[config.mk]
export PLATFORM = sky130hd
export DESIGN_NAME = dtpb_ctrl
export DESIGN_NICKNAME = d
export VERILOG_FILES = /design/src/rtl/dtpb_pkg.sv /design/src/rtl/dtpb_ctrl.sv
export SDC_FILE = /design/constraint.sdc
export NUM_CORES = 1
export LEC_CHECK = 0
export ABC_AREA = 0
export BUFFER_PORTS_ARGS = -buffer_cell sky130_fd_sc_hd__buf_2
export CAP_MARGIN = 20
export CORE_AREA = 2 2 39 41
export CTS_CLUSTER_DIAMETER = 30
export DETAILED_ROUTE_END_ITERATION = 6
export DIE_AREA = 0 0 41 43
export GPL_TIMING_DRIVEN = 0
export PLACE_DENSITY = 0.51
export SKIP_CTS_REPAIR_TIMING = 1
export SLEW_MARGIN = 20
export SYNTH_ARGS = -nofsm -noshare
export SYNTH_HDL_FRONTEND = slang
export SYNTH_SLANG_ARGS = --single-unit
[constraint.sdc]
create_clock -name clk -period 1.4 [get_ports clk]
set_input_delay 0 -clock clk [delete_from_list [all_inputs] [get_ports clk]]
set_output_delay 0 -clock clk [all_outputs]
set_load 0.05 [all_outputs]
[src/rtl/dtpb_pkg.sv]
// ============================================================================
// dtpb_pkg
// Shared types and constants of the depth-tested pixel buffer.
// ============================================================================
`default_nettype none

package dtpb_pkg;

    // Default store geometry
    localparam int MAX_WIDTH_DEF  = 512;
    localparam int MAX_HEIGHT_DEF = 512;

    // Field widths
    localparam int COORD_W  = 12;
    localparam int DEPTH_W  = 16;
    localparam int COLOR_W  = 8;
    localparam int RGB_W    = 3 * COLOR_W;
    localparam int SIZE_W   = 10;
    localparam int KIND_W   = 2;
    localparam int STATUS_W = 3;
    localparam int CFG_IDX_W = 1;
    localparam int IN_DATA_W  = 64;
    localparam int OUT_DATA_W = 24;

    localparam logic [SIZE_W-1:0] SIZE_RESET = 10'd512;

    // Item kinds
    localparam logic [KIND_W-1:0] KIND_WRITE = 2'd0;
    localparam logic [KIND_W-1:0] KIND_READ  = 2'd1;
    localparam logic [KIND_W-1:0] KIND_CLEAR = 2'd2;

    // Result status codes
    localparam logic [STATUS_W-1:0] RES_WRITTEN  = 3'd0;
    localparam logic [STATUS_W-1:0] RES_REJECTED = 3'd1;
    localparam logic [STATUS_W-1:0] RES_OUT      = 3'd2;
    localparam logic [STATUS_W-1:0] RES_READ     = 3'd3;
    localparam logic [STATUS_W-1:0] RES_CLEARED  = 3'd4;

    // Configuration register indexes
    localparam logic [CFG_IDX_W-1:0] REG_WIDTH  = 1'd0;
    localparam logic [CFG_IDX_W-1:0] REG_HEIGHT = 1'd1;

    localparam logic [RGB_W-1:0]   WHITE_RGB = 24'hFF_FFFF;
    localparam logic [DEPTH_W-1:0] FAR_DEPTH = 16'hFFFF;

    // Commands from the controller to the datapath
    typedef struct packed {
        logic load_item;    // capture the input item and read its pixel
        logic commit;       // finish a write, read or unused-kind item and load the result
        logic sweep_write;  // write one blank pixel at the sweep pointer
        logic load_clear;   // load the result of a clear
    } cmd_t;

    // Status from the datapath to the controller
    typedef struct packed {
        logic in_is_clear;  // item on the input is a clear
        logic sweep_last;   // sweep pointer is at the final pixel
    } stat_t;

endpackage

`default_nettype wire

[src/rtl/dtpb_ctrl.sv]
// ============================================================================
// dtpb_ctrl
// Sequencer for item lookup, commit, clear sweeps and the result handshake.
// ============================================================================
`default_nettype none

module dtpb_ctrl (
    input  wire logic            clk,
    input  wire logic            rst_n,
    input  wire dtpb_pkg::stat_t stat,
    output dtpb_pkg::cmd_t       cmd,
    input  wire logic            in_valid,
    output logic                 in_ready,
    output logic                 out_valid,
    input  wire logic            out_ready
);

    localparam logic [2:0] S_INIT   = 3'd0;
    localparam logic [2:0] S_IDLE   = 3'd1;
    localparam logic [2:0] S_DECIDE = 3'd2;
    localparam logic [2:0] S_CLEAR  = 3'd3;
    localparam logic [2:0] S_DONE   = 3'd4;

    logic [2:0] state_reg;
    logic [2:0] state_next;
    logic       out_valid_reg;
    logic       out_valid_next;
    logic       out_free;
    logic       accept;

    assign out_free = !out_valid_reg || out_ready;
    assign accept   = in_valid && in_ready;
    assign in_ready = (state_reg == S_IDLE);

    always_comb
    begin
        state_next       = state_reg;
        cmd.load_item    = 1'b0;
        cmd.commit       = 1'b0;
        cmd.sweep_write  = 1'b0;
        cmd.load_clear   = 1'b0;
        unique case (state_reg)
            S_INIT:
            begin
                cmd.sweep_write = 1'b1;
                if (stat.sweep_last)
                begin
                    state_next = S_IDLE;
                end
            end
            S_IDLE:
            begin
                if (accept)
                begin
                    cmd.load_item = 1'b1;
                    state_next    = stat.in_is_clear ? S_CLEAR : S_DECIDE;
                end
            end
            S_DECIDE:
            begin
                // Hold until the result register is free
                if (out_free)
                begin
                    cmd.commit = 1'b1;
                    state_next = S_IDLE;
                end
            end
            S_CLEAR:
            begin
                cmd.sweep_write = 1'b1;
                if (stat.sweep_last)
                begin
                    state_next = S_DONE;
                end
            end
            S_DONE:
            begin
                if (out_free)
                begin
                    cmd.load_clear = 1'b1;
                    state_next     = S_IDLE;
                end
            end
            default:
            begin
                state_next = S_IDLE;
            end
        endcase
    end

    always_comb
    begin
        priority if (cmd.commit || cmd.load_clear)
        begin
            out_valid_next = 1'b1;
        end
        else if (out_ready)
        begin
            out_valid_next = 1'b0;
        end
        else
        begin
            out_valid_next = out_valid_reg;
        end
    end

    always_ff @(posedge clk or negedge rst_n)
    begin
        if (!rst_n)
        begin
            state_reg     <= S_INIT;
            out_valid_reg <= 1'b0;
        end
        else
        begin
            state_reg     <= state_next;
            out_valid_reg <= out_valid_next;
        end
    end

    assign out_valid = out_valid_reg;

endmodule

`default_nettype wire

==> impl_metrics.sql, run 1 <==
INSERT INTO impl_metrics (metric_group, metric, value, unit) VALUES
('clocking', 'clock_tree.root_cell', 'sky130_fd_sc_hd__clkbuf_4', ''),
('setup_path', 'reg2reg_capture_point', 'state_reg[2]$_DFFE_PN0P_', ''),
('die', 'std_cell_rows', '14', ''),
('setup_path', 'timing.critical_path.required', '1.51', 'ns'),
('grt', 'gr-usage-met3', '6.28', '%'),
('setup_path', 'critPathCaptureType', 'flop', ''),
('route', 'vias_per_cell', '4.56', ''),
('route', 'initial_drc_count', '5', ''),
('route', 'dr_total_vias', '292', ''),
('synth', 'largest_family_of_logic_cells_by_synthesized_area', 'simple AND/OR/NAND/NOR gates', ''),
('hold_path', 'holdCritPathClass', 'input pin to flop', ''),
('synth', 'synth_top_area_cell', 'sky130_fd_sc_hd__dfrtp_1', ''),
('die', 'die_w', '41', 'um'),
('run_status', 'outcome', 'completed', ''),
('finish', 'syn_to_final_growth', '57.1', '%'),
('hold_path', 'hold_start', 'stat[0]', ''),
('synth', 'synth-seq-area-share', '35.4', '%'),
('sta', 'setup_violations', '0', ''),
('route', 'wl', '637', 'um'),
('die', 'top_level_ports', '12', ''),
('hold_path', 'endpoint_of_the_worst_hold_timing_path', 'state_reg[0]$_DFFE_PN0P_', ''),
('grt', 'met1_usage', '10.0', '%'),
('clocking', 'worstSkewPairLatency', '0.24', 'ns'),
('grt', 'grt_start_max_net_pins', '11', ''),
('die', 'die_y', '43', 'um'),
('grt', 'gr-usage-all-layers', '8.55', '%'),
('sta', 'hold_ws', '0.0782', 'ns'),
('job', 'max_cap_violations', '0', ''),
('finish', 'finalInstanceArea', '444', 'um2'),
('sta', 'clock_tree_skew_after_final_layout', '0.0110', 'ns'),
('sta', 'achievable-frequency', '754', 'MHz'),
('clocking', 'clk_transition_reported_paths', '0.03', 'ns'),
('place', 'postPlaceCellArea', '385', 'um2'),
('route', 'wl_per_cell', '9.95', 'um'),
('synth', 'synthSimpleGateAreaFrac', '31.0', '%'),
('route', 'drt.antenna.violating_nets', '0', ''),
('synth', 'synthAdderAreaFrac', '0', '%'),
('sta', 'final_cycle_utilization_of_the_critical_path', '94.8', '%'),
('grt', 'grt_util_met2', '11.3', '%'),
('setup_path', 'crit_path_max_fanout', '9', ''),
('clocking', 'tritoncts', 'yes', ''),
('finish', 'n_fill_cell', '150', ''),
('finish', 'diodes', '0', ''),
('synth', 'mean_instance_size_in_the_synthesized_netlist', '8.57', 'um2'),
('setup_path', 'setup.reg_to_reg.worst_slack', '0.07', 'ns'),
('grt', 'globalRoute.busiestLayer', 'met2', ''),
('grt', 'globalRoute.totalOverflow', '0', ''),
('route', 'drtPass1Iterations', '3', ''),
('grt', 'first_global_vias', '241', ''),
('synth', 'synth.cell_area', '283', 'um2'),
('setup_path', 'r2r_cells', '4', ''),
('clocking', 'numClockSinks', '4', ''),
('grt', 'grt_first_pass_wirelength', '972', 'um'),
('hold_path', 'holdPathStages', '4', ''),
('clocking', 'tritoncts.num_buffers', '3', ''),
('sta', 'final.setup.worst_slack', '0.0733', 'ns'),
('place', 'gpl.final_weighted_congestion', '0.756', ''),
('finish', 'largest_register_ffs', '3', ''),
('sta', 'fin_crit', '1.33', 'ns'),
('clocking', 'clock_path_buffers', '2', ''),
('synth', 'syn_nets', '39', ''),
('sta', 'worst_slew_margin_rel', '74.7', '%'),
('sta', 'timing.final.max_slew_violations', '0', ''),
('synth', 'xor_and_xnor_fraction_of_the_mapped_netlist_area', '6.19', '%'),
('finish', 'share_of_final_layout_standard_cells_stronger_than_drive_strength_1', '45.8', '%'),
('synth', 'post_synth_inst_count', '33', ''),
('synth', 'yosys.cell_types.count', '20', ''),
('clocking', 'htree_levels', '1', ''),
('setup_path', 'arrival', '1.44', 'ns'),
('route', 'drc', '0', ''),
('synth', 'synth-compound-area-share', '17.7', '%');
## worst max-delay path by stage
stage / from / to / slack [ns]
after floorplan: state_reg[2]$_DFFE_PN0P_ / cmd[3] / -0.02
after global placement: state_reg[2]$_DFFE_PN0P_ / state_reg[0]$_DFFE_PN0P_ / -0.008
after detailed placement: state_reg[2]$_DFFE_PN0P_ / state_reg[0]$_DFFE_PN0P_ / -0.007
after CTS: state_reg[2]$_DFFE_PN0P_ / cmd[0] / -0.10
after global routing: state_reg[1]$_DFFE_PN0P_ / cmd[2] / -0.001
final: state_reg[0]$_DFFE_PN0P_ / state_reg[2]$_DFFE_PN0P_ / 0.07
## layout make-up
type	instances	area, um2	share of cell area (%)
flip-flops and latches	4	103	23.1
clock buffers	4	26.3	5.92
inverters	2	7.51	1.69
multi-input cells	24	186	42.0
repair buffers	12	82.6	18.6
well taps	16	20.0	4.51
plain buffers	2	18.8	4.23
## cell usage after synthesis
cell type,number
sky130_fd_sc_hd__nor2b_1,1
sky130_fd_sc_hd__nand2b_1,5
sky130_fd_sc_hd__o2bb2ai_1,1
sky130_fd_sc_hd__and3b_1,1
sky130_fd_sc_hd__dfrtp_1,4
sky130_fd_sc_hd__nor4_1,1
sky130_fd_sc_hd__nand2_1,2
sky130_fd_sc_hd__buf_2,1
sky130_fd_sc_hd__nor2_1,3
sky130_fd_sc_hd__clkbuf_1,1
sky130_fd_sc_hd__o32a_1,2
sky130_fd_sc_hd__nor3_1,2
sky130_fd_sc_hd__or2_1,1
sky130_fd_sc_hd__xor2_1,1
sky130_fd_sc_hd__a41o_1,1
sky130_fd_sc_hd__inv_1,2
sky130_fd_sc_hd__o21ai_0,1
sky130_fd_sc_hd__buf_6,1
sky130_fd_sc_hd__xnor2_1,1
sky130_fd_sc_hd__o22ai_1,1
## cells by family (layout without fill, tap and decap cells)
logic type,Yosys count,after routing
compound gates,6,6
xor+xnor,2,2
buf+inv,5,20
flops,4,4
simple gates,16,16
## per-layer routing
metal / up-vias / routed length (um)
met4: 0 / 0
met5: - / 0
li1: 144 / -
met2: 10 / 318
met3: 0 / 30
met1: 138 / 289
## worst max-delay path: stages (launching register included)
cell and delay [ns]:
sky130_fd_sc_hd__dfrtp_1 0.36, sky130_fd_sc_hd__buf_6 0.14, sky130_fd_sc_hd__nand2b_1 0.14, sky130_fd_sc_hd__o32a_1 0.33, sky130_fd_sc_hd__a41o_1 0.24
## per-stage QoR
stage | setup TNS, ns | util (%) | instances
after floorplan | -0.0360 | - | 33
after detailed placement | -0.00713 | 27.8 | 60
after global routing | -0.00121 | 32.1 | 64
after global placement | -0.00759 | 27.8 | 60
after CTS | -0.196 | 29.7 | 64
final | 0 | 32.1 | 64
## cell usage in the layout, fill, tap and decap left out, types with 2 or more instances in the layout
cell type and count:
sky130_fd_sc_hd__clkbuf_4 6, sky130_fd_sc_hd__buf_2 7, sky130_fd_sc_hd__o32a_1 2, sky130_fd_sc_hd__nor2_1 3, sky130_fd_sc_hd__nand2b_2 2, sky130_fd_sc_hd__dfrtp_1 2, sky130_fd_sc_hd__buf_6 3, sky130_fd_sc_hd__nand2b_1 3
sky130_fd_sc_hd__inv_1 2, sky130_fd_sc_hd__nand2_1 2, sky130_fd_sc_hd__dfrtp_2 2
Power of run 1 is not shown: default switching activity piles up to over one toggle a cycle in this logic, so the estimate is an artifact.
==> run 2, diff against run 1 <==
MAX_ROUTING_LAYER = met4   (was unset)
RECOVER_POWER = 50   (was unset)
==> impl_metrics.sql, run 2 (synthesized netlist as in run 1, its figures left out) <==
INSERT INTO impl_metrics (metric_group, metric, value, unit) VALUES
('sta', 'setup_violations', '0', ''),
('finish', 'syn_to_final_growth', '56.2', '%'),
('die', 'die_w', '41', 'um'),
('sta', 'worst_pin_slew', '0.592', 'ns'),
('hold_path', 'holdCritPathClass', 'input pin to flop', ''),
('sta', 'report.final.hold_viol_count', '0', ''),
('finish', 'finish.utilization', '31.9', '%'),
('finish', 'most-common-layout-cells', '6 x sky130_fd_sc_hd__clkbuf_4, 5 x sky130_fd_sc_hd__buf_2', ''),
('die', 'std_cell_rows', '14', ''),
('sta', 'fin_crit', '1.33', 'ns'),
('route', 'drtPass1Iterations', '3', ''),
('finish', 'layout_commonest_cell', 'sky130_fd_sc_hd__clkbuf_4', ''),
('finish', 'largest_register_ffs', '3', ''),
('setup_path', 'cp_cell_sequence', 'buf_6 -> nand2b_1 -> o32a_1 -> a41o_1', ''),
('route', 'dr_total_vias', '294', ''),
('finish', 'finalInstanceArea', '442', 'um2'),
('grt', 'grt_start_max_net_pins', '11', ''),
('die', 'die-area', '1760', 'um2'),
('clocking', 'clk_transition_reported_paths', '0.03', 'ns'),
('setup_path', 'timing.critical_path.slowest_stage_cell', 'sky130_fd_sc_hd__dfrtp_1', ''),
('clocking', 'numClockSinks', '4', ''),
('setup_path', 'critical-path-max-stage-delay', '0.36', 'ns'),
('setup_path', 'timing_worst_setup_path_type', 'flop to flop', ''),
('die', 'top_level_ports', '12', ''),
('sta', 'worst_slew_margin_rel', '60.7', '%'),
('grt', 'antenna_found_initial', '0', ''),
('clocking', 'worstSkewPairLatency', '0.24', 'ns'),
('run_status', 'outcome', 'completed', ''),
('sta', 'timing.final.max_slew_violations', '0', ''),
('grt', 'grt_first_pass_wirelength', '972', 'um'),
('place', 'io_buffer_count', '11', ''),
('clocking', 'clock_tree.root_cell', 'sky130_fd_sc_hd__clkbuf_4', ''),
('sta', 'final_cycle_utilization_of_the_critical_path', '94.8', '%'),
('sta', 'clock_tree_skew_after_final_layout', '0.0110', 'ns'),
('route', 'vias_per_cell', '4.59', ''),
('route', 'wl', '637', 'um'),
('setup_path', 'arrival', '1.44', 'ns'),
('route', 'drt.antenna.violating_nets', '0', ''),
('route', 'wl_per_cell', '9.95', 'um'),
('sta', 'final.setup.worst_slack', '0.0733', 'ns'),
('job', 'max_cap_violations', '0', ''),
('setup_path', 'timing.critical_path.required', '1.51', 'ns'),
('finish', 'num-nets-final', '55', ''),
('die', 'die_y', '43', 'um'),
('sta', 'achievable-frequency', '754', 'MHz'),
('grt', 'globalRoute.totalOverflow', '0', ''),
('clocking', 'tritoncts', 'yes', ''),
('finish', 'diodes', '0', ''),
('place', 'pre_cts_ws', '-0.00713', 'ns'),
('place', 'hpwlAfterDp', '479', 'um'),
('setup_path', 'critPathCaptureType', 'flop', ''),
('setup_path', 'setup_crit_start_kind', 'flop', ''),
('setup_path', 'crit_path_max_fanout', '9', ''),
('finish', 'share_of_final_layout_standard_cells_stronger_than_drive_strength_1', '41.7', '%'),
('clocking', 'htree_levels', '1', ''),
('grt', 'gr-usage-all-layers', '8.76', '%'),
('place', 'gpl.final_weighted_congestion', '0.765', ''),
('die', 'floorplan.core_area', '1380', 'um2'),
('place', 'postPlaceCellArea', '385', 'um2'),
('route', 'initial_drc_count', '5', ''),
('die', 'effective_utilization_at_floorplan', '20.4', '%'),
('clocking', 'tritoncts.num_buffers', '3', ''),
('clocking', 'clock_path_buffers', '2', ''),
('grt', 'first_global_vias', '240', ''),
('route', 'drc', '0', '');
## run 2: per-layer routing
layer	vias to the layer above	part of all wire (%)	track usage (%)
met1	138	44	10.0
met5	-	0	-
li1	144	-	-
met4	0	2.2	4.00
met3	2	5.5	6.28
met2	10	48	11.3
## run 2: path summary, 6_finish.rpt
path | start | end | slack (ns) | cells past startpoint
worst max-delay path | state_reg[0]$_DFFE_PN0P_ | state_reg[2]$_DFFE_PN0P_ | 0.07 | 4
worst min-delay path | stat[0] | state_reg[0]$_DFFE_PN0P_ | 0.08 | 4
worst max register to register | state_reg[0]$_DFFE_PN0P_ | state_reg[2]$_DFFE_PN0P_ | 0.07 | 4
worst min register to register | state_reg[0]$_DFFE_PN0P_ | out_valid$_DFFE_PN0P_ | 0.60 | 2
max in group asynchronous | rst_n | state_reg[2]$_DFFE_PN0P_ | 1.07 | 2
min in group asynchronous | rst_n | state_reg[1]$_DFFE_PN0P_ | 0.12 | 2
## run 2: worst max-delay path: cells and delay by family (launching register included)
family / cells / cell delay (ns)
compound gates: 2 / 0.57
flops: 1 / 0.36
buf+inv: 1 / 0.14
simple gates: 1 / 0.14
## run 2: layout make-up
class                   instances  area, um2
repair buffers                 12       80.1
plain buffers                   2       18.8
inverters                       2       7.51
well taps                      16       20.0
flip-flops and latches          4        103
fillers                       150        942
clock buffers                   4       26.3
multi-input cells              24        186
## run 2: stage by stage
stage / setup TNS [ns] / cells / hold WS [ns]
2_1_floorplan: -0.0360 / 33 / -0.296
5_1_grt: -0.00121 / 64 / 0.102
3_3_place_gp: -0.00759 / 60 / -0.192
6_report: 0 / 64 / 0.0785
3_5_place_dp: -0.00713 / 60 / -0.189
4_1_cts: -0.196 / 64 / -0.450
Power of run 2 is left out for the same reason.
==> run 3, diff against run 2 <==
PLACE_DENSITY = unset   (was 0.51)
PLACE_DENSITY_LB_ADDON = 0.05   (was unset)
==> impl_metrics.sql, run 3 (synthesized netlist as in run 1, its figures left out) <==
INSERT INTO impl_metrics (metric_group, metric, value, unit) VALUES
('setup_path', 'crit_path_max_fanout', '9', ''),
('grt', 'grt_first_pass_wirelength', '1320', 'um'),
('setup_path', 'critPathCaptureType', 'flop', ''),
('route', 'vias_per_cell', '4.52', ''),
('finish', 'finalInstanceArea', '435', 'um2'),
('setup_path', 'r2r_cells', '4', ''),
('finish', 'diodes', '0', ''),
('setup_path', 'timing_worst_setup_path_type', 'flop to flop', ''),
('grt', 'first_global_vias', '296', ''),
('die', 'die_w', '41', 'um'),
('sta', 'grt_setup_unrepaired', 'false', ''),
('hold_path', 'hold_start', 'stat[0]', ''),
('route', 'drc', '0', ''),
('sta', 'achievable-frequency', '757', 'MHz'),
('sta', 'setup_violations', '0', ''),
('sta', 'fin_tns_setup', '0', 'ns'),
('setup_path', 'timing.critical_path.required', '1.52', 'ns'),
('sta', 'worst_slew_margin_rel', '61.0', '%'),
('place', 'postPlaceCellArea', '385', 'um2'),
('route', 'dr_total_vias', '289', ''),
('sta', 'worst_pin_slew', '0.587', 'ns'),
('sta', 'final_cycle_utilization_of_the_critical_path', '94.3', '%'),
('grt', 'grt_start_max_net_pins', '11', ''),
('clocking', 'tritoncts', 'yes', ''),
('grt', 'globalRoute.totalOverflow', '0', ''),
('finish', 'syn_to_final_growth', '54.0', '%'),
('hold_path', 'holdCritPathClass', 'input pin to flop', ''),
('clocking', 'htree_levels', '1', ''),
('place', 'hpwlAfterDp', '556', 'um'),
('finish', 'most-common-layout-cells', '6 x sky130_fd_sc_hd__clkbuf_4, 5 x sky130_fd_sc_hd__buf_2, 4 x sky130_fd_sc_hd__nand2b_1', ''),
('clocking', 'tritoncts.num_buffers', '3', ''),
('route', 'wl_per_cell', '11.3', 'um'),
('die', 'floorplan.core_area', '1380', 'um2'),
('clocking', 'clock_path_buffers', '2', ''),
('die', 'top_level_ports', '12', ''),
('route', 'drtPass1Iterations', '2', ''),
('sta', 'timing.final.max_slew_violations', '0', ''),
('run_status', 'outcome', 'completed', ''),
('place', 'io_buffer_count', '11', ''),
('clocking', 'clock_tree.root_cell', 'sky130_fd_sc_hd__clkbuf_4', ''),
('sta', 'fin_crit', '1.32', 'ns'),
('grt', 'gr-usage-all-layers', '11.8', '%'),
('die', 'die_y', '43', 'um'),
('route', 'drt.antenna.violating_nets', '0', ''),
('clocking', 'numClockSinks', '4', ''),
('setup_path', 'r2r-start', 'state_reg[0]$_DFFE_PN0P_', ''),
('die', 'effective_utilization_at_floorplan', '20.4', '%'),
('job', 'max_cap_violations', '0', ''),
('place', 'gpl.final_weighted_congestion', '0.690', ''),
('finish', 'layout_commonest_cell', 'sky130_fd_sc_hd__clkbuf_4', ''),
('clocking', 'worstSkewPairLatency', '0.24', 'ns'),
('die', 'std_cell_rows', '14', ''),
('route', 'initial_drc_count', '1', ''),
('die', 'die-area', '1760', 'um2'),
('route', 'wl', '720', 'um'),
('setup_path', 'arrival', '1.44', 'ns'),
('finish', 'largest_register_ffs', '3', ''),
('sta', 'report.final.hold_viol_count', '0', ''),
('setup_path', 'setup.reg_to_reg.worst_slack', '0.08', 'ns'),
('grt', 'antenna_found_initial', '0', ''),
('sta', 'clock_tree_skew_after_final_layout', '0.0116', 'ns'),
('finish', 'num-nets-final', '55', ''),
('setup_path', 'reg2reg_capture_point', 'state_reg[2]$_DFFE_PN0P_', ''),
('hold_path', 'holdPathStages', '4', ''),
('hold_path', 'endpoint_of_the_worst_hold_timing_path', 'state_reg[0]$_DFFE_PN0P_', ''),
('setup_path', 'setup_crit_start_kind', 'flop', ''),
('clocking', 'clk_transition_reported_paths', '0.04', 'ns'),
('finish', 'share_of_final_layout_standard_cells_stronger_than_drive_strength_1', '39.6', '%');
run 3: worst max-delay path, cell delays in order, from the launching register on:
cell and delay [ns]:
sky130_fd_sc_hd__dfrtp_1 0.36, sky130_fd_sc_hd__buf_6 0.15, sky130_fd_sc_hd__nand2b_1 0.14, sky130_fd_sc_hd__o32a_1 0.37, sky130_fd_sc_hd__a41o_1 0.20
run 3: metal layers:
metal | up-vias | global-route usage [%] | share of wire [%]
li1 | 143 | - | -
met1 | 139 | 14.1 | 44
met2 | 5 | 16.6 | 50
met3 | 2 | 1.57 | 4.7
met4 | 0 | 10.0 | 1.4
met5 | - | - | 0
run 3: area by class of cell:
| cell class | instances | area, um2 |
|---|---|---|
| fill | 154 | 948 |
| multi-input combinational | 24 | 184 |
| sequential | 4 | 103 |
| timing repair buffer | 12 | 76.3 |
| clock buffer | 4 | 26.3 |
| tap | 16 | 20.0 |
| buffer | 2 | 18.8 |
| inverter | 2 | 7.51 |
run 3: worst max-delay path by stage:
stage	start	end	slack, ns	cells past startpoint
3_3_place_gp	state_reg[2]$_DFFE_PN0P_	state_reg[0]$_DFFE_PN0P_	-0.02	4
2_1_floorplan	state_reg[2]$_DFFE_PN0P_	cmd[3]	-0.02	3
5_1_grt	state_reg[1]$_DFFE_PN0P_	cmd[0]	0.006	4
6_report	state_reg[0]$_DFFE_PN0P_	state_reg[2]$_DFFE_PN0P_	0.08	4
4_1_cts	state_reg[2]$_DFFE_PN0P_	cmd[0]	-0.11	4
3_5_place_dp	state_reg[2]$_DFFE_PN0P_	state_reg[0]$_DFFE_PN0P_	-0.02	4
run 3: stage by stage:
step / std cells / utilization [%] / setup WS (ns) / hold WS, ns
finish: 64 / 31.5 / 0.0797 / 0.0720
global route: 64 / 31.5 / 0.00564 / 0.102
CTS: 64 / 29.7 / -0.112 / -0.449
detailed placement: 60 / 27.8 / -0.0174 / -0.187
global placement: 60 / 27.8 / -0.0222 / -0.194
floorplan: 33 / - / -0.0249 / -0.296
Power of run 3 is left out for the same reason.
